--- src/drrip_pkg.sv ---
`timescale 1ns / 1ps
`default_nettype none

package drrip_pkg;

  // Cache geometry and policy limits
  localparam int NUM_SETS     = 2048;
  localparam int NUM_WAYS     = 16;
  localparam int REREF_MAX    = 3;
  localparam int SELECTOR_MAX = 1023;
  localparam int SEL_RESET    = SELECTOR_MAX / 2;

  // Field widths
  localparam int SET_W    = 11;
  localparam int WAY_W    = 4;
  localparam int DRAW_W   = 5;
  localparam int VAL_W    = 2;
  localparam int SEL_W    = 10;
  localparam int MODE_W   = 2;
  localparam int ROW_W    = NUM_WAYS * VAL_W;

  // Leader set groups, taken from the low set index bits
  localparam int             LEADER_W    = 4;
  localparam logic [LEADER_W-1:0] SRRIP_GROUP = 4'h0;
  localparam logic [LEADER_W-1:0] BRRIP_GROUP = 4'h1;

  // Stream widths
  localparam int IN_DATA_W  = 24;
  localparam int IN_USER_W  = 8;
  localparam int OUT_DATA_W = 24;

  localparam int QUEUE_DEPTH = 4;

  typedef enum logic [MODE_W-1:0] {
    MODE_VICTIM = 2'd0,
    MODE_HIT    = 2'd1,
    MODE_FILL   = 2'd2
  } mode_e;

  // Classified event handed from front to back
  typedef struct packed {
    mode_e              mode;
    logic [SET_W-1:0]   set_index;
    logic [WAY_W-1:0]   way_index;
    logic [VAL_W-1:0]   written_value;
    logic               used_bimodal;
    logic [SEL_W-1:0]   selector_value;
  } op_t;

  typedef struct packed {
    logic [WAY_W-1:0]   victim_way;
    logic [VAL_W-1:0]   written_value;
    logic               used_bimodal;
    logic [SEL_W-1:0]   selector_value;
  } res_t;

endpackage

`default_nettype wire

--- src/drrip_front.sv ---
`timescale 1ns / 1ps
`default_nettype none

module drrip_front
  import drrip_pkg::*;
(
  input  wire logic              clk_i,
  input  wire logic              rst_ni,
  input  wire logic              accept_i,
  input  wire logic [MODE_W-1:0] mode_i,
  input  wire logic [SET_W-1:0]  set_index_i,
  input  wire logic [WAY_W-1:0]  way_index_i,
  input  wire logic [DRAW_W-1:0] bimodal_draw_i,
  output op_t                    op_o
);

  logic [SEL_W-1:0]    sel_q, sel_d;
  logic [LEADER_W-1:0] group;
  logic                use_b;
  mode_e               mode;

  assign mode  = mode_e'(mode_i);
  assign group = set_index_i[LEADER_W-1:0];

  always_comb begin
    sel_d = sel_q;
    use_b = 1'b0;
    op_o.mode           = mode;
    op_o.set_index      = set_index_i;
    op_o.way_index      = way_index_i;
    op_o.written_value  = '0;
    op_o.used_bimodal   = 1'b0;
    case (mode)
      MODE_HIT: begin
        // leaders steer the selector, followers leave it
        if (group == SRRIP_GROUP) begin
          if (sel_q < SEL_W'(SELECTOR_MAX)) sel_d = sel_q + 1'b1;
        end else if (group == BRRIP_GROUP) begin
          if (sel_q != '0) sel_d = sel_q - 1'b1;
        end
      end
      MODE_FILL: begin
        if (group == SRRIP_GROUP) begin
          use_b = 1'b0;
        end else if (group == BRRIP_GROUP) begin
          use_b = 1'b1;
        end else begin
          use_b = sel_q < SEL_W'(SEL_RESET);
        end
        op_o.used_bimodal  = use_b;
        op_o.written_value = (use_b && bimodal_draw_i == '0) ? VAL_W'(REREF_MAX)
                                                              : VAL_W'(REREF_MAX - 1);
      end
      default: begin
      end
    endcase
    op_o.selector_value = sel_d;
  end

  always_ff @(posedge clk_i or negedge rst_ni) begin
    if (!rst_ni) begin
      sel_q <= SEL_W'(SEL_RESET);
    end else if (accept_i) begin
      sel_q <= sel_d;
    end
  end

endmodule

`default_nettype wire

--- config.mk ---
export PLATFORM = sky130hd
export DESIGN_NAME = drrip_front
export DESIGN_NICKNAME = d
export VERILOG_FILES = /design/src/drrip_pkg.sv /design/src/drrip_front.sv
export SDC_FILE = /design/constraint.sdc
export NUM_CORES = 1
export LEC_CHECK = 0
export BUFFER_PORTS_ARGS = -buffer_cell sky130_fd_sc_hd__buf_2
export CORE_UTILIZATION = 49
export CTS_BUF_LIST = sky130_fd_sc_hd__clkbuf_8
export CTS_CLUSTER_DIAMETER = 40
export CTS_CLUSTER_SIZE = 12
export DETAILED_ROUTE_END_ITERATION = 10
export PLACE_DENSITY = 0.83
export SYNTH_ARGS = -nofsm -noshare
export SYNTH_HDL_FRONTEND = slang
export SYNTH_SLANG_ARGS = --single-unit
export TNS_END_PERCENT = 50
--- constraint.sdc ---
create_clock -name clk_i -period 3.25 [get_ports clk_i]
set_clock_uncertainty 0.1 [all_clocks]
set_input_delay 0.325 -clock clk_i [delete_from_list [all_inputs] [get_ports clk_i]]
set_output_delay 0.325 -clock clk_i [all_outputs]
set_load 0.05 [all_outputs]
# Word-level counts from Yosys, hierarchy flattened
# Cells that the tools add are included.
[word_totals]
out_inout_bits = 30
ff_bits = 10
elab_cells = 22
inputBits = 25
[classes]
reduce_logical = 4
n_eq_ne = 3
addsub = 2
n_lt_le_gt_ge = 2
n_mux = 10
[ops]
columns = ["cell", "count"]
rows = [
  ["2-to-1 mux 10 bit", 5],
  ["adder 10 x 1 -> 10 bit, second input constant", 1],
  ["less-than comparator 10 bit, second input constant", 1],
  ["less-than comparator 10 x 9 -> 1 bit, second input constant", 1],
  ["nonzero test 10 bit", 1],
  ["subtractor 10 x 1 -> 10 bit, second input constant", 1],
  ["zero test 5 bit", 1],
  ["== test 4 x 1 -> 1 bit, second input constant", 1],
  ["zero test 4 bit", 1],
  ["2-to-1 mux 1 bit", 4],
  ["2-to-1 mux 3 bit", 1],
  ["== test 2 x 1 -> 1 bit, second input constant", 1],
  ["== test 2 bit, second input constant", 1],
  ["logical AND 1 bit", 1],
]

# Logic depth before layout (Yosys ltp)
[logic_depth]
ltp_word = 7
mapped_depth = 8
ltp_nobuf = 7

# Least setup slack after synthesis
# No wires, ideal clock.
[synth_timing]
path_type = "register to output"
from = "reg sel_q[0]"
to = "out op_o[6] (netlist name)"
path_stages_with_launch = 9
t_required_ps = 2825
t_arrival_ps = 2825
path_buffers = 1
path_slack_ps = 0
path_cell_list = "dfstp_2 > clkbuf_1 > inv_1 > ha_1 > or3b_1 > nor3_2 > a31o_2 > o21ai_1 > a221oi_1"
[synth_rtl]
columns = ["element", "line", "source"]
rows = [
  ["from (decl)", "drrip_front.sv:17", "logic [SEL_W-1:0] sel_q, sel_d;"],
  ["from (signal assigned)", "drrip_front.sv:62", "sel_q <= SEL_W'(SEL_RESET);"],
  ["from (signal assigned)", "drrip_front.sv:64", "sel_q <= sel_d;"],
  ["to (decl)", "drrip_front.sv:14", "output op_t op_o"],
]

==> flow_metrics.py <==
metrics = {
    "global_routing": {
        "grt.total_usage": 0.255,
        "grt_pass1_wl_mm": 5.22,
        "grt_start_max_net_pins": 14,
        "gr-total-overflow": 0,
        "grt_pass1_vias": 1174,
        "antenna_found_initial": 0,
    },
    "routing": {
        "routed_via_density": 6.22,
        "wire_per_inst_um": 15.9,
        "drc": 0,
        "initialDrtViolationCount": 51,
        "totalWireLength_mm": 3.10,
        "vias": 1213,
        "antenna_left": 0,
        "drt_pass1_iterations": 4,
    },
    "timing": {
        "slew_violations": 0,
        "whs_ps": 354,
        "timing.final.ws_setup_ps": 281,
        "rsz0062_at_grt": "no",
        "max_slew.worst_pin.slew_ps": 767,
        "hold_viol": 0,
        "tns_ps": 0,
        "period_needed_ps": 2970,
        "setup_viol": 0,
        "fin_crit_sh": 0.914,
        "max_freq_mhz": 337,
        "relSlewSlack": 0.488,
    },
    "layout": {
        "largest_reg_flops": 10,
        "final_cell_mix": "buf_2, nand2_1, a21oi_1, nor2_1, dfstp_2",
        "final_nets": 195,
        "fin_area_sq_um": 1320,
        "largestRegisters": "sel_q: 10 flops",
        "syn_to_final_growth_pct": 5.71,
        "top_register": "sel_q",
        "drive_gt1_frac": 0.323,
        "antenna_cells": 0,
        "stdcell_count": 195,
        "layout_commonest_cell": "buf_2",
    },
    "clock_network": {
        "post_cts_buffers": 0,
        "clkTransAtPathRegs_ps": 50,
        "cts_inserted_buffers": 3,
        "clockBufferDepth": 2,
        "cts.sinks": 10,
        "cts_max_level": 1,
        "cts_tree": "built",
        "root_buffer": "clkbuf_8",
        "cts_resized": 0,
        "clk_latency_ps": 240,
    },
    "worst_setup_path": {
        "critPathArrivalTime_ps": 2540,
        "r2r-start": "sel_q[0]$_DFFE_PN1P_",
        "timing.rr.end": "sel_q[5]$_DFFE_PN1P_",
        "worstSetupStartpoint": "sel_q[0]$_DFFE_PN1P_",
        "start_kind": "register",
        "r2r_setup_slack_ps": 1040,
        "worstRegToRegCells": 7,
        "worst-path-max-fanout": 8,
        "criticalPathCategory": "reg -> out",
        "end_kind": "output pin",
        "cp.required_ps": 2820,
    },
    "pwr": {
        "p_leak_nw": 0.510,
        "peakVddDrop_uv": 469,
        "powerDensity_nw_per_um2": 689,
    },
    "synthesis": {
        "syn_area_per_cell_sq_um": 7.96,
        "synth_top_family_by_area": "simple AND/OR/NAND/NOR gates",
        "synth-main-ff-cell": "dfstp_2",
        "synth_xor_area_frac": 0.0701,
        "synth_area_sq_um": 1250,
        "yosysSeqAreaShare": 0.209,
        "ys_types": 51,
        "synth-compound-area-share": 0.210,
        "muxShareOfSynthArea": 0.0240,
        "async_flop_share": 1.00,
        "syn-num-nets": 184,
        "ys_ff_latch": 10,
        "yosys.area_share.adder": 0.0200,
        "synth_cells": 157,
        "ys.warnings.count": 0,
        "synth-simple-area-share": 0.297,
        "synth-edff-count": 0,
    },
    "hold_path": {
        "whs_path_depth": 4,
        "hold_start": "set_index_i[1]",
        "hp-class": "in -> reg",
        "hold_end": "sel_q[4]$_DFFE_PN1P_",
    },
    "floorplan": {
        "die_h_um": 52.5,
        "num_io_pins": 55,
        "fp.dieW_um": 52.5,
        "die-area_sq_um": 2760,
        "start_util": 0.544,
        "core_sq_um": 2300,
        "placementRows": 17,
    },
    "run": {
        "maxCapViolCount": 0,
    },
    "placement": {
        "dp.cells": 190,
        "post-place-ws_ps": 567,
        "gp_congestion": 0.921,
        "place_area_sq_um": 1260,
        "hpwl_mm": 2.35,
        "io_buffers": 32,
    },
    "run_status": {
        "outcome": "completed",
    },
}
==> power by group <==
part / internal (W) / leakage [nW] / switching (W)
combinational: 0.000178 / 0.376 / 0.000321
sequential: 0.000176 / 0.105 / 0.0000733
clock: 0.000107 / 0.0288 / 0.0000558
==> Yosys cell counts (all sizes together), types with 2 or more instances <==
cell type  number  area share
inv             4       0.012
o2bb2ai         2       0.014
or4             3       0.021
nand3           6       0.024
or3             6       0.030
xor2            2       0.014
nor2b           3       0.015
dfstp           9        0.19
a31oi           4       0.020
nor2            9       0.027
nor3            8       0.045
o22ai           2       0.010
ha              2       0.020
a21oi          11       0.044
nor4            4       0.025
nor4b           2       0.014
o21ai           6       0.024
nand2          12       0.038
nand4           2       0.010
buf            24        0.14
xnor2           8       0.056
nand3b          2       0.012
clkbuf          4       0.015
a221oi          2       0.014
mux2i           3       0.024
==> worst max-delay path, stage by stage (launching register included) <==
cell	delay, ps
dfstp_2	610
ha_1	210
nand3_1	170
nor3_1	490
a21oi_1	240
nand2_1	150
o2bb2ai_1	140
buf_2	290
==> cell families after synthesis <==
group / count (synthesis)
flip-flops: 10
buffers and inverters: 32
adder cells (fa/ha/maj): 2
AO/OA/AOI/OAI: 37
multiplexers: 3
XOR/XNOR: 10
AND/OR/NAND/NOR: 63
==> stage by stage <==
stage	util	total power (W)
global route	0.575	0.000965
global placement	0.547	0.000731
CTS	0.575	0.000912
detailed placement	0.547	0.000739
finish	0.575	0.000910
floorplan	-	0.000696
==> worst max path at each step <==
stage | cells past startpoint | slack [ps] | endpoint
floorplan | 8 | 0.2 | op_o[6]
finish | 7 | 280 | op_o[1]
global route | 7 | 130 | op_o[1]
global placement | 8 | 580 | op_o[5]
detailed placement | 8 | 570 | op_o[5]
CTS | 8 | 290 | op_o[5]
==> repair_timing <==
item,CTS,global route
hold endpoints to repair,1,0
hold buffers,1,0
setup endpoints to repair,0,0
==> final cells by class <==
type	count	area, sq um
inverters	4	15.0
fillers	216	976
flip-flops and latches	10	262
repair buffers	34	178
clock buffers	4	55.1
well taps	28	35.0
multi-input cells	115	777
==> per-layer routing <==
| metal | vias to the layer above | global-route usage | wire length (um) |
|---|---|---|---|
| li1 | 580 | - | - |
| met1 | 556 | 0.307 | 1250 |
| met2 | 71 | 0.432 | 1510 |
| met3 | 6 | 0.0609 | 292 |
| met4 | 0 | 0.101 | 50 |
| met5 | - | 0 | 0 |
No activity file was read; power rests on OpenSTA's default activity.
