### src/drrip_pkg.sv
`timescale 1ns / 1ps
`default_nettype none

package drrip_pkg;

  // Cache geometry and policy limits
  localparam int NUM_SETS     = 2048;
  localparam int NUM_WAYS     = 16;
  localparam int REREF_MAX    = 3;
  localparam int SELECTOR_MAX = 1023;
  localparam int SEL_RESET    = SELECTOR_MAX / 2;

  // Field widths
  localparam int SET_W    = 11;
  localparam int WAY_W    = 4;
  localparam int DRAW_W   = 5;
  localparam int VAL_W    = 2;
  localparam int SEL_W    = 10;
  localparam int MODE_W   = 2;
  localparam int ROW_W    = NUM_WAYS * VAL_W;

  // Leader set groups, taken from the low set index bits
  localparam int             LEADER_W    = 4;
  localparam logic [LEADER_W-1:0] SRRIP_GROUP = 4'h0;
  localparam logic [LEADER_W-1:0] BRRIP_GROUP = 4'h1;

  // Stream widths
  localparam int IN_DATA_W  = 24;
  localparam int IN_USER_W  = 8;
  localparam int OUT_DATA_W = 24;

  localparam int QUEUE_DEPTH = 4;

  typedef enum logic [MODE_W-1:0] {
    MODE_VICTIM = 2'd0,
    MODE_HIT    = 2'd1,
    MODE_FILL   = 2'd2
  } mode_e;

  // Classified event handed from front to back
  typedef struct packed {
    mode_e              mode;
    logic [SET_W-1:0]   set_index;
    logic [WAY_W-1:0]   way_index;
    logic [VAL_W-1:0]   written_value;
    logic               used_bimodal;
    logic [SEL_W-1:0]   selector_value;
  } op_t;

  typedef struct packed {
    logic [WAY_W-1:0]   victim_way;
    logic [VAL_W-1:0]   written_value;
    logic               used_bimodal;
    logic [SEL_W-1:0]   selector_value;
  } res_t;

endpackage

`default_nettype wire

### src/drrip_queue.sv
`timescale 1ns / 1ps
`default_nettype none

module drrip_queue
  import drrip_pkg::*;
(
  input  wire logic clk_i,
  input  wire logic rst_ni,
  input  wire logic push_i,
  input  wire op_t  data_i,
  input  wire logic pop_i,
  output op_t       head_o,
  output logic      full_o,
  output logic      empty_o
);

  localparam int PTR_W = $clog2(QUEUE_DEPTH);

  op_t             mem_q [QUEUE_DEPTH];
  logic [PTR_W-1:0] wr_ptr_q, rd_ptr_q;
  logic [PTR_W:0]   cnt_q;

  assign full_o  = cnt_q == (PTR_W+1)'(QUEUE_DEPTH);
  assign empty_o = cnt_q == '0;
  assign head_o  = mem_q[rd_ptr_q];

  always_ff @(posedge clk_i) begin
    if (push_i) begin
      mem_q[wr_ptr_q] <= data_i;
    end
  end

  always_ff @(posedge clk_i or negedge rst_ni) begin
    if (!rst_ni) begin
      wr_ptr_q <= '0;
      rd_ptr_q <= '0;
      cnt_q    <= '0;
    end else begin
      if (push_i) wr_ptr_q <= wr_ptr_q + 1'b1;
      if (pop_i)  rd_ptr_q <= rd_ptr_q + 1'b1;
      case ({push_i, pop_i})
        2'b10:   cnt_q <= cnt_q + 1'b1;
        2'b01:   cnt_q <= cnt_q - 1'b1;
        default: cnt_q <= cnt_q;
      endcase
    end
  end

  a_no_overflow: assert property (@(posedge clk_i) disable iff (!rst_ni)
    full_o |-> !push_i || pop_i)
    else $error("queue push while full");

endmodule

`default_nettype wire

### config.mk
export PLATFORM = sky130hd
export DESIGN_NAME = drrip_queue
export DESIGN_NICKNAME = d
export VERILOG_FILES = /design/src/drrip_pkg.sv /design/src/drrip_queue.sv
export SDC_FILE = /design/constraint.sdc
export NUM_CORES = 1
export LEC_CHECK = 0
export ABC_AREA = 1
export BUFFER_PORTS_ARGS = -buffer_cell sky130_fd_sc_hd__clkbuf_2
export CAP_MARGIN = 20
export CORE_MARGIN = 2
export CORE_UTILIZATION = 39
export CTS_CLUSTER_SIZE = 16
export DETAILED_ROUTE_END_ITERATION = 6
export PLACE_DENSITY = 0.62
export SKIP_LAST_GASP = 1
export SLEW_MARGIN = 10
export SYNTH_ARGS = -nofsm -noshare
export SYNTH_HDL_FRONTEND = slang
export SYNTH_SLANG_ARGS = --single-unit
### constraint.sdc
create_clock -name clk_i -period 1.6 [get_ports clk_i]
set_input_delay 0.16 -clock clk_i [delete_from_list [all_inputs] [get_ports clk_i]]
set_output_delay 0.16 -clock clk_i [all_outputs]
set_load 0.05 [all_outputs]
== After elaboration in Yosys (flattened, before gate mapping) ==
Memories as Yosys holds them, arrays and structs flattened.
Cells that the tools add are included.

* RAM bits: 120
* Register bits after elaboration: 7
* Memories kept: 1
* Logic and storage cells: 16

{| class="wikitable"
|+ Memory list
! memory !! depth !! bits a word !! rd ports !! clocked after memory_dff !! wr ports !! line !! source
|-
| mem_q || 4 || 30 || 1 || 0 || 1 || drrip_queue.sv:19 || <nowiki>op_t mem_q [QUEUE_DEPTH];</nowiki>
|}

* Add/subtract/negate cells: 4
* Reduce and logical (&&, ||, !) cells: 2
* Equality and inequality tests: 3
* Mux-type cells: 3

{| class="wikitable"
|+ Operator list
! operator !! number
|-
| case mux 3 bit (2 select lines) || 1
|-
| adder 2 x 1 -> 2 bit (second input constant) || 2
|-
| adder 3 x 1 -> 3 bit (second input constant) || 1
|-
| equality test 3 bit (second input constant) || 1
|-
| zero test 3 bit || 1
|-
| subtractor 3 x 1 -> 3 bit (second input constant) || 1
|-
| equality test 2 x 1 -> 1 bit (second input constant) || 1
|-
| equality test 2 bit (second input constant) || 1
|-
| 2-to-1 mux 1 bit || 2
|-
| nonzero test 2 bit || 1
|}

== Depth between registers and ports, before layout ==
* Depth after elaboration: 2
* Gate-level depth with buffers: 10

== Worst setup path before layout ==
Ideal clock, no wire load.

* Path type: reg2out
* Start point: register cnt_q[0]
* End point: output empty_o
* Path slack: -0.058 ns
* Required time: 1.440 ns
* Stages on the path, launching flop included: 2
* Arrival time: 1.498 ns
* Cells stage by stage: dfrtp_1 > nor3_1

* Cells in the longest elaborated chain, start to end: 1

{| class="wikitable"
|+ RTL lines
! item !! line !! source
|-
| start: declaration || drrip_queue.sv:21 || <nowiki>logic [PTR_W:0] cnt_q;</nowiki>
|-
| start signal: assignment || drrip_queue.sv:42 || <nowiki>2'b10: cnt_q <= cnt_q + 1'b1;</nowiki>
|-
| start signal: assignment || drrip_queue.sv:43 || <nowiki>2'b01: cnt_q <= cnt_q - 1'b1;</nowiki>
|-
| start signal: assignment || drrip_queue.sv:44 || <nowiki>default: cnt_q <= cnt_q;</nowiki>
|-
| zero test 3 bit || drrip_queue.sv:24 || <nowiki>assign empty_o = cnt_q == '0;</nowiki>
|-
| end: declaration || drrip_queue.sv:14 || <nowiki>output logic empty_o</nowiki>
|}

No other way between the ends.

==> summary.txt <==
Floorplan
  – Row count: 42
  – Core area: 13200 um^2
  – Initial Utilization: 0.398
  – Top Ports: 66
  – Die Footprint: around 14000 um^2
  – Die Height: roughly 120 um
  – Die Wd: ~120 um

Yosys
  – Synth unique cells: 19
  – Post-Syn Nets: ~440
  – Top-area cell type share of the netlist area: 0.686
  – Avg Inst Size Synth: 13.2 um^2
  – Synth Cell Area: 5250 um^2
  – Syn Inst Count: about 400
  – Number of synthesized register bits: ~130
  – Area leader, netlist: edfxtp_1
  – Sequential-to-total area share from yosys stat: 0.719
  – Yosys warns: 0
  – Top cells by area, synth: edfxtp_1 69%, nand2_1 7.2%, o211ai_1 7.0%, inv_1 5.2%, dfrtp_1 3.3%

Critical path
  – Crit-path slowest cell: dfrtp_4
  – CP endpoint: head_o[8]
  – Total stage count of the critical path: 4
  – Reg2reg start: wr_ptr_q[1]
  – Crit path buf inv count: 2
  – Crit path launch type: register
  – Start point of the critical path: rd_ptr_q[0]
  – Crit path max-delay family: flip-flops
  – CP max FO: 44
  – Reg2reg end: mem_q[1][17]
  – Worst r2r path cells: 5
  – CP endpoint kind: primary output
  – CP max stage delay: ~0.54 ns
  – CP Data Required Time: 1.44 ns
  – R2r setup slk: between 0.1 and 0.15 ns
  – Crit-path cells: buf_12 -> o211ai_1 -> nand2_1 -> clkbuf_8
  – Worst Path Arrival: roughly 1.7 ns
  – Crit Path Class: reg2out

Global routing
  – First-pass GRT wire length: roughly 16000 um
  – Grt ovf: 0
  – Initial antenna violation count: 0
  – Vias in the first global route: ~3300
  – Tot GR Track Use: 0.147
  – Largest net degree at the start of global routing: 45

Route
  – DRT Pass-1 Iters: 4
  – DR WL/cell: roughly 14 um
  – DRC: 0
  – DR iter-0 viols: 194
  – Vias: around 3200
  – Final wirelength: ~9800 um
  – Via-to-Cell Ratio: 4.58
  – Post-route antenna net violation count: 0

Pwr
  – Comb pwr share: 0.461
  – Net Sw Frac: 0.396
  – Switching pwr: around 0.0060 W
  – Pleak: between 2 and 3 nW
  – PD cells: around 2200 nW/um^2
  – Max IR drop VDD: 1.09 mV
  – Cell internal pwr: between 0.009 and 0.01 W
  – Sequential share of power: 0.305
  – Clock share of power: 0.233
  – Total chip power: about 0.015 W

Timing
  – Slew Viols, Final: 0
  – Hold_ws: between 0.06 and 0.07 ns
  – Final worst setup slack: -0.220 ns
  – Hold Violations, Final: 0
  – Relative slew slack: 0.815
  – Clock period minus worst slack: roughly 1.8 ns
  – Period Utilization, post-route: 1.14
  – # setup viols final: 30
  – Clock Skew: ~0.0054 ns
  – Worst Max-Slew Pin Slew: between 0.2 and 0.3 ns
  – Peak Freq: roughly 550 MHz
  – RSZ-0062 raised after global routing: yes

Min path
  – Hold WC Path Type: in2reg
  – Hold Crit Start: push_i

Placed design
  – Routability cong.: 0.716
  – # port buffers: 65
  – Hpwl dp: about 6000 um

CTS
  – Clk sinks: roughly 130
  – Clock buffer count from CTS: 17
  – Clk root buf: clkbuf_16
  – Clock Latency Late Sink: 0.41 ns
  – TritonCTS clock tree: done
  – Clk buf depth: 2
  – CTS HTree Levels: 4
  – Clock slew at reported path FFs: 0.05 ns

Finish
  – # nets final: between 500 and 600
  – Antenna cells: 0
  – Layout cells sized above 1: 0.239
  – Reg area: 3780 um^2
  – Layout area overhead: 33.3%
  – Multi-input logic area: 1030 um^2
  – FILL cells: 1106

Outcome
  – Status: finished, violations left
  – Failing checks: negative setup slack

Job
  – Max Cap Viol: 0
-- layer usage --
| metal | GRT usage | wire length, um | vias to the layer above |
|---|---|---|---|
| li1 | - | - | 1598 |
| met1 | 0.177 | 4280 | 1545 |
| met2 | 0.243 | 5140 | 57 |
| met3 | 0.0480 | 321 | 5 |
| met4 | 0.0625 | 79 | 0 |
| met5 | 0 | 0 | - |
-- Yosys cell counts --
| cell | instances |
|---|---|
| nand2_1 | 101 |
| o21ai_1 | 1 |
| nand3_1 | 1 |
| xor2_1 | 3 |
| buf_6 | 10 |
| edfxtp_1 | 120 |
| xnor2_1 | 1 |
| o21ai_0 | 1 |
| buf_2 | 7 |
| nand4_1 | 1 |
| inv_1 | 73 |
| o211ai_1 | 49 |
| clkbuf_1 | 4 |
| inv_2 | 1 |
| fa_1 | 1 |
| ha_1 | 5 |
| o211ai_2 | 11 |
| nor3_1 | 2 |
| dfrtp_1 | 7 |
-- repair_timing --
action,4_1_cts,5_1_grt
hold buffers,32,0
gates resized for setup,57,4
pin swaps,4,8
hold endpoints to repair,128,0
endpoints found under the setup margin,30,31
setup buffers,2,0
-- worst register-to-register path, cell delays in order, from the launching register on --
cell,delay [ns]
dfrtp_1,0.37
inv_1,0.09
ha_1,0.19
nand2_1,0.10
clkinvlp_4,0.24
buf_12,0.24
-- registers in the layout, summed over array words and instances, names as in the netlist --
name      cells
wr_ptr_q      2
mem_q       120
cnt_q         3
rd_ptr_q      2
-- area by class of cell --
| class | instances | area share |
|---|---|---|
| clock inverter | 14 | 0.0181 |
| inverter | 74 | 0.0408 |
| multi-input combinational | 177 | 0.148 |
| sequential | 127 | 0.540 |
| tap | 176 | 0.0315 |
| timing repair buffer | 115 | 0.161 |
| clock buffer | 17 | 0.0608 |
-- cell families (layout without fill, tap and decap cells) --
| logic type | Yosys count | after routing | synth area share |
|---|---|---|---|
| xor gates and xnor gates | 4 | 4 | 0.00667 |
| buffers and inverters | 95 | 220 | 0.0838 |
| and+or+nand+nor | 105 | 105 | 0.0762 |
| AOI/OAI and AO/OA | 62 | 62 | 0.0981 |
| adders and majority gates | 6 | 6 | 0.0157 |
| DFF | 127 | 127 | 0.719 |
-- layout by cell type (no fill, tap or decap), types with 6 or more instances in the layout --
| cell | instances |
|---|---|
| buf_4 | 11 |
| buf_12 | 8 |
| nand2_1 | 101 |
| dfrtp_1 | 6 |
| clkbuf_16 | 17 |
| clkbuf_8 | 25 |
| clkbuf_2 | 34 |
| o211ai_2 | 11 |
| dlygate4sd3_1 | 32 |
| inv_1 | 71 |
| edfxtp_1 | 120 |
| o211ai_1 | 49 |
-- power groups by stage --
stage | Sequential, W | Combinational, W | Clock, W
6_report | 0.00461 | 0.00697 | 0.00352
3_3_place_gp | 0.00467 | 0.00588 | 0
4_1_cts | 0.00462 | 0.00702 | 0.00361
5_1_grt | 0.00467 | 0.00746 | 0.00375
3_5_place_dp | 0.00470 | 0.00596 | 0
2_1_floorplan | 0.00459 | 0.00459 | 0
-- metrics by stage --
stage | cells | cell area (um^2) | worst slack (ns) | TNS (ns) | utilization
finish | 700 | 7000 | -0.220 | -5.02 | 0.531
global route | 700 | 7000 | -0.298 | -7.55 | 0.531
CTS | 700 | 7000 | -0.248 | -6.02 | 0.531
detailed placement | 635 | 5870 | 0.110 | 0 | 0.445
global placement | 635 | 5870 | 0.136 | 0 | 0.445
floorplan | 399 | 5260 | -0.0584 | -0.117 | -
-- worst min-delay path by stage --
stage / slack (ns) / end / cells after the start
4_1_cts: 0.05 / wr_ptr_q[0] / 2
3_5_place_dp: 0.02 / cnt_q[0] / 1
3_3_place_gp: 0.01 / cnt_q[0] / 1
6_report: 0.07 / wr_ptr_q[0] / 2
5_1_grt: 0.05 / wr_ptr_q[0] / 2
2_1_floorplan: -0.14 / cnt_q[0] / 0
Power figures use the tool's default switching activity.
